## src/design/rau_pkg.sv

```systemverilog
// Shared types, constants and opcodes for the rational arithmetic unit.
// No dependencies; every other design file refers to it by scoped names.
`default_nettype none
package rau_pkg;

    localparam int OPW = 32;
    localparam int DENW = OPW - 1;
    localparam int RESW = 64;

    localparam logic [2:0] KIND_ADD = 3'd0;
    localparam logic [2:0] KIND_SUB = 3'd1;
    localparam logic [2:0] KIND_MUL = 3'd2;
    localparam logic [2:0] KIND_DIV = 3'd3;
    localparam logic [2:0] KIND_SIMP = 3'd4;

    typedef struct packed {
        logic [2:0]             kind;
        logic signed [OPW-1:0]  a_numerator;
        logic [DENW-1:0]        a_denominator;
        logic signed [OPW-1:0]  b_numerator;
        logic [DENW-1:0]        b_denominator;
    } in_item_t;

    typedef struct packed {
        logic signed [RESW-1:0] result_numerator;
        logic signed [RESW-1:0] result_denominator;
        logic                   zero_denominator;
    } out_item_t;

    typedef enum logic [3:0] {
        ST_IDLE,
        ST_GCD_LOAD,
        ST_GCD_DIV,
        ST_DIV1,
        ST_MUL1,
        ST_DIV2,
        ST_DIV3,
        ST_MUL2,
        ST_SIMP_DIV,
        ST_FINISH,
        ST_OUT
    } exec_state_t;

endpackage
`default_nettype wire

```

## src/design/rau_front.sv

```systemverilog
// Front end: accepts requests into a two-entry queue for the back end.
// Depends on rau_pkg for the request type.
`default_nettype none
module rau_front (
    input  wire logic              clk,
    input  wire logic              rst_n,
    input  wire logic              in_valid,
    output logic                   in_stall,
    input  wire rau_pkg::in_item_t in_item,
    output logic                   q_valid,
    input  wire logic              q_take,
    output rau_pkg::in_item_t      q_item
);
    rau_pkg::in_item_t mem_reg [2];
    logic wr_reg, rd_reg;
    logic [1:0] cnt_reg;
    logic push, pop;

    assign in_stall = (cnt_reg == 2'd2);
    assign push = in_valid && !in_stall;
    assign pop = q_take && q_valid;
    assign q_valid = (cnt_reg != 2'd0);
    assign q_item = mem_reg[rd_reg];

    // Advance queue pointers
    always_ff @(posedge clk or negedge rst_n)
    begin
        if (!rst_n)
        begin
            wr_reg <= 1'b0;
            rd_reg <= 1'b0;
            cnt_reg <= 2'd0;
        end
        else
        begin
            if (push)
                wr_reg <= ~wr_reg;
            if (pop)
                rd_reg <= ~rd_reg;
            cnt_reg <= cnt_reg + {1'b0, push} - {1'b0, pop};
        end
    end

    // Store requests
    always_ff @(posedge clk)
    begin
        if (push)
            mem_reg[wr_reg] <= in_item;
    end
endmodule
`default_nettype wire

```

## config.mk

```make
export PLATFORM = sky130hd
export DESIGN_NAME = rau_front
export DESIGN_NICKNAME = d
export VERILOG_FILES = /design/src/design/rau_pkg.sv /design/src/design/rau_front.sv
export SDC_FILE = /design/constraint.sdc
export NUM_CORES = 1
export LEC_CHECK = 0
export BUFFER_PORTS_ARGS = -buffer_cell sky130_fd_sc_hd__buf_2
export CORE_MARGIN = 3
export CORE_UTILIZATION = 35
export CTS_CLUSTER_SIZE = 10
export DETAILED_ROUTE_END_ITERATION = 7
export MAX_ROUTING_LAYER = met4
export SLEW_MARGIN = 40
export SYNTH_ARGS = -nofsm -noshare
export SYNTH_HDL_FRONTEND = slang
export SYNTH_SLANG_ARGS = --single-unit
export TNS_END_PERCENT = 5
```

## constraint.sdc

```tcl
create_clock -name clk -period 9.6 [get_ports clk]
set_input_delay 1.92 -clock clk [delete_from_list [all_inputs] [get_ports clk]]
set_output_delay 1.92 -clock clk [all_outputs]
set_load 0.05 [all_outputs]
```

==> run summary, run 1 <==
status - finished clean
CTS resizes - 0
vias per inst - 4.607
GRT overflow - 0
Fin Hold WS - 0.5273 ns
vias in the first global route - 5,264
multi-input logic area - 0.001558 mm^2
Ys Warns - 0
Worst-path clk slew - 0.05 ns
Clk Tree Root Cell - clkbuf_16
Worst setup SP type - flop
Die Area - 0.02926 mm^2
DRC - 0
Post-CTS Hold Buffers - 0
ratio of cells with drive above 1 in the final layout - 60.36%
fin crit period - 4.343 ns
FMAX - 0.2302 GHz
Num CTS Buffers - 30
Synth Cell Area - 0.009535 mm^2
pins over their slew limit - 0
Final Util - 45.70%
Worst Setup Path Type - flop to primary output
design area - 0.01208 mm^2
TNS Setup - 0 ns
first-pass GRT wire length - 28,390 um
final cycle utilization of the critical path - 45.24%
drt first pass iters - 4
Post-Route Skew - 0.007197 ns
critical path fanouts, max - 62
largest net degree at the start of global routing - 84
Setup WS post-layout - 5.257 ns
Max clock buf depth - 3
library cells used by synthesis - 16
pre-CTS setup slack - 5.548 ns
antenna viol nets, final - 0
hpwl dp - 12,630 um
DR WL/cell - 17.88 um
core region area - 0.02643 mm^2
initial cell density of the core - 36.08%
area post-placement - 0.01121 mm^2
Slew @ Worst Pin - 0.7801 ns
max reg flops - 258
Worst IR Drop VDD - 206.8 uV
number of synthesized register bits - 262
setup violators final - 0
nets@finish - 840
Final GP Congestion - 0.7553
max-cap viol count - 0
CTS tree - yes
Worst EP arrival - 2.42 ns
Setup Fix Bufs, Post-CTS - 0
Ports - 264
Die W - 171.1 um
CP endpoint kind - primary output
vias after detailed routing - 4,874
Sink Count - 262
Final Hold Vio Count - 0
relative slew slack - 47.99%
DR iter-0 viols - 304
Worst Path Required - 7.68 ns
Lkg Pwr - 4.483 nW
Die Ht - 171.1 um
Power Density - 367.1 mW/mm^2
RSZ-0062 raised after global routing - false
final WL - 18,910 um
Seq/Total Area, Yosys - 82.30%
Reg area - 0.007851 mm^2
gate count after technology mapping - 419
Post-Syn Area per Cell - 22.76 um^2
Worst Hold Class - flop to flop
# fillers - 2,305
Total GRT Usage - 12.68%
row count - 59
clock latency on the worst-skew pair - 0.53 ns
layout overhead on the synthesized area - 26.66%
count of input and output buffers - 263
initial antenna violation count - 4
H-tree depth - 1
synthesized net count - 554
-- cells in the mapped netlist (all sizes together) --
cell,number,area [um^2]
xor2,1,8.760
and3,1,6.260
edfxtp,258,7747
nand2,1,3.750
nor2,1,3.750
nand2b,1,6.260
ha,2,25.02
mux2,129,1453
and2,1,6.260
inv,2,7.510
buf,14,135.1
dfrtp,4,100.1
or2,1,6.260
xnor2,3,26.28
-- area by class of cell --
type	instances	share of cell area [%]
Sequential cell	262	65.01
Multi-Input combinational cell	141	12.90
Timing Repair Buffer	268	11.43
Clock buffer	46	7.055
Tap cell	335	3.470
Antenna cell	4	0.08288
Inverter	2	0.06216
-- worst max-delay path: stages (launching register included) --
cell and delay [ns]:
dfrtp_4 0.67, buf_6 0.51, mux2_2 0.42, buf_2 0.21
-- layer usage --
| metal | up-vias | part of all wire [%] | global-route usage [%] |
|---|---|---|---|
| li1 | 2248 | - | - |
| met1 | 2394 | 41 | 15.10 |
| met4 | 0 | 2.4 | 3.324 |
| met2 | 197 | 49 | 21.26 |
| met3 | 35 | 7.9 | 3.697 |
| met5 | - | 0 | - |
-- metrics by stage --
stage,power [mW],cells
final,4.433,1058
after global placement,3.451,1007
after floorplan,3.141,419
after global routing,4.629,1058
after detailed placement,3.491,1008
after CTS,4.504,1054
-- logic make-up (layout without fill, tap and decap cells) --
group                    after synthesis  in the layout  share of synthesized area [%]
other                                  0              4                              0
flip-flops                           262            262                          82.30
multiplexers                         129            129                          15.23
adder cells (fa/ha/maj)                2              2                         0.2624
XOR/XNOR                               4              4                         0.3675
AND/OR/NAND/NOR                        6              6                         0.3413
buffers and inverters                 16            316                          1.496
-- placed cells by master, fill, tap and decap left out, drive strengths merged --
| cell type | synthesis | final |
|---|---|---|
| inv | 2 | 2 |
| diode | 0 | 4 |
| ha | 2 | 2 |
| nand2b | 1 | 1 |
| buf | 14 | 267 |
| xor2 | 1 | 1 |
| nand2 | 1 | 1 |
| clkbuf | 0 | 47 |
| and3 | 1 | 1 |
| edfxtp | 258 | 258 |
| mux2 | 129 | 129 |
| xnor2 | 3 | 3 |
| dfrtp | 4 | 4 |
| and2 | 1 | 1 |
| or2 | 1 | 1 |
| nor2 | 1 | 1 |
-- report_power, final --
part | internal (mW) | total, mW | leakage, nW | switching [mW]
sequential | 1.57 | 1.65 | 2.44 | 0.0769
combinational | 0.474 | 1.80 | 1.63 | 1.32
clock | 0.597 | 0.990 | 0.412 | 0.393
total | 2.64 | 4.43 | 4.48 | 1.79
-- final timing paths --
kind	startpoint	to	slack (ns)	depth (start not counted)
worst max-delay path	rd_reg$_DFFE_PN0P_	q_item[24]	5.26	3
worst min-delay path	cnt_reg[0]$_DFF_PN0_	cnt_reg[0]$_DFF_PN0_	0.53	1
worst max register to register	cnt_reg[1]$_DFF_PN0_	mem_reg[1][33]$_DFFE_PP_	7.22	3
worst min register to register	cnt_reg[0]$_DFF_PN0_	cnt_reg[0]$_DFF_PN0_	0.53	1
max in group asynchronous	rst_n	rd_reg$_DFFE_PN0P_	8.27	1
min in group asynchronous	rst_n	cnt_reg[0]$_DFF_PN0_	1.19	1
No activity file was read; power rests on OpenSTA's default activity.
==> run 2: changes to the inputs <==
- clock period: 9.6 -> 4.42 ns (I/O delays scaled with it)
==> run 2 against run 1 <==
  * Global-route usage decreased by 0.27 points
  * Final cell count decreased by 0.38%
  * Sequential cell count unchanged
  * Non-clock buffer count increased by 4
  * Cell area increased by 0.24%
  * Die area unchanged
  * Worst setup slack got worse by 4.2 ns
  * Power increased by 120%
  * Register-to-register slack got worse by 4.9 ns
  * Clock power increased by 110%
  * Critical path depth unchanged
  * Combinational power increased by 120%
  * Critical path type unchanged
==> run summary, run 2 (synthesized netlist as in run 1, its figures left out) <==
# fillers - 2,300 (-0.22%)
Max clock buf depth - 3 (unchanged)
max reg flops - 258 (unchanged)
Sink Count - 262 (unchanged)
initial antenna violation count - 3 (-1)
Worst-path clk slew - 0.05 ns (about the same)
layout overhead on the synthesized area - 26.96%
max-cap viol count - 0 (unchanged)
pins over their slew limit - 0 (unchanged)
RSZ-0062 raised after global routing - false
drt first pass iters - 4 (unchanged)
final WL - 18,720 um (-1.0%)
Worst setup SP type - flop
status - finished clean
Die Area - 0.02926 mm^2 (unchanged)
Worst Path Required - 3.54 ns (-4.14 ns)
Final Hold Vio Count - 0 (unchanged)
CP endpoint kind - primary output
row count - 59 (unchanged)
hpwl dp - 12,750 um (+0.91%)
relative slew slack - 47.05% (-0.94 points)
Crit Reg-Reg Startpoint - cnt_reg[1]$_DFF_PN0_
Power Density - 791.6 mW/mm^2 (+120%)
setup violators final - 0 (unchanged)
Num CTS Buffers - 30 (unchanged)
GRT overflow - 0 (unchanged)
critical path fanouts, max - 54 (-13%)
Total GRT Usage - 12.41% (-0.27 points)
Die Ht - 171.1 um (unchanged)
CTS tree - yes
vias per inst - 4.614 (+0.15%)
Clk Tree Root Cell - clkbuf_16
TNS Setup - 0 ns (unchanged)
Setup Fix Bufs, Post-CTS - 0 (unchanged)
first-pass GRT wire length - 27,720 um (-2.3%)
vias after detailed routing - 4,863 (-0.23%)
Worst Setup Path Type - flop to primary output
Post-CTS Hold Buffers - 0 (unchanged)
nets@finish - 844 (+0.48%)
Die W - 171.1 um (unchanged)
DRC - 0 (unchanged)
clock latency on the worst-skew pair - 0.53 ns (about the same)
Worst EP arrival - 2.52 ns (+0.10 ns)
initial cell density of the core - 36.08% (unchanged)
antenna viol nets, final - 0 (unchanged)
Final GP Congestion - 0.7436 (-1.5%)
commonest non-fill, non-tap cells in the layout - 263 x buf_2, 258 x edfxtp_1, 129 x mux2_2
core region area - 0.02643 mm^2 (unchanged)
Lkg Pwr - 4.496 nW (+0.29%)
Final Util - 45.81% (+0.11 points)
Fin Hold WS - 0.1489 ns (-0.3784 ns)
fin crit period - 3.404 ns
H-tree depth - 1 (unchanged)
FMAX - 0.2938 GHz
Slew @ Worst Pin - 0.7943 ns (+0.01417 ns)
Worst IR Drop VDD - 490.9 uV (+140%)
area post-placement - 0.01130 mm^2 (+0.78%)
commonest non-fill, non-tap cell in the layout - buf_2
Worst Hold Class - input port to asynchronous set/reset pin
Post-Route Skew - 0.01094 ns (+0.003739 ns)
vias in the first global route - 5,148 (-2.2%)
DR iter-0 viols - 230 (-24%)
count of input and output buffers - 263 (unchanged)
flop2flop setup slack - 2.32 ns (-4.90 ns)
Ports - 264 (unchanged)
RR Endpoint - mem_reg[1][100]$_DFFE_PP_
Reg2Reg Depth - 3 (unchanged)
ratio of cells with drive above 1 in the final layout - 61.15% (+0.79 points)
final cycle utilization of the critical path - 77.00%
design area - 0.01211 mm^2 (+0.24%)
largest net degree at the start of global routing - 59 (-30%)
DR WL/cell - 17.76 um (-0.63%)
CTS resizes - 0 (unchanged)
==> run 2: worst max-delay path, cell delays in order (launching register included) <==
cell and delay, ns:
dfrtp_4 0.94, buf_4 0.42, mux2_2 0.38, buf_2 0.21
==> run 2: worst max-delay path by stage <==
stage / from / to / slack, ns / cells past startpoint
2_1_floorplan: in_valid / mem_reg[1][0]$_DFFE_PP_ / 0.03 / 1
3_3_place_gp: rd_reg$_DFFE_PN0P_ / q_item[45] / 1.61 / 3
3_5_place_dp: rd_reg$_DFFE_PN0P_ / q_item[44] / 1.53 / 3
4_1_cts: rd_reg$_DFFE_PN0P_ / q_item[44] / 0.95 / 3
5_1_grt: rd_reg$_DFFE_PN0P_ / q_item[44] / 0.86 / 3
6_report: rd_reg$_DFFE_PN0P_ / q_item[44] / 1.02 / 3
==> run 2: cell type report <==
| cell class | instances | area, um^2 | share of cell area, % |
|---|---|---|---|
| diodes | 6 | 15.01 | 0.1240 |
| clock buffers | 33 | 783.3 | 6.470 |
| clock inverters | 3 | 11.26 | 0.09301 |
| inverters | 2 | 7.507 | 0.06201 |
| multi-input cells | 141 | 1558 | 12.87 |
| flip-flops and latches | 262 | 7851 | 64.85 |
| well taps | 335 | 419.2 | 3.462 |
| repair buffers | 272 | 1461 | 12.07 |
==> run 2: metal layers <==
| layer | wire length, um | GRT usage, % | share of wire [%] |
|---|---|---|---|
| met2 | 9574 | 21.13 | 51 |
| met4 | 446 | 3.954 | 2.4 |
| met3 | 1290 | 3.281 | 6.9 |
| met5 | 0 | - | 0 |
| met1 | 7411 | 14.43 | 40 |
==> run 2: power by group <==
group	switching, mW	leakage [nW]	total (mW)	internal [mW]
Clock	0.833	0.389	2.06	1.22
Sequential	0.221	2.44	3.62	3.40
Combinational	2.83	1.67	3.91	1.08
==> run 2: stage by stage <==
step	total power, mW	setup WS, ns	std cells
4_1_cts	9.728	0.9501	1048
2_1_floorplan	6.779	0.02760	419
3_3_place_gp	7.534	1.609	1010
3_5_place_dp	7.632	1.533	1012
5_1_grt	10.00	0.8643	1051
6_report	9.584	1.016	1054
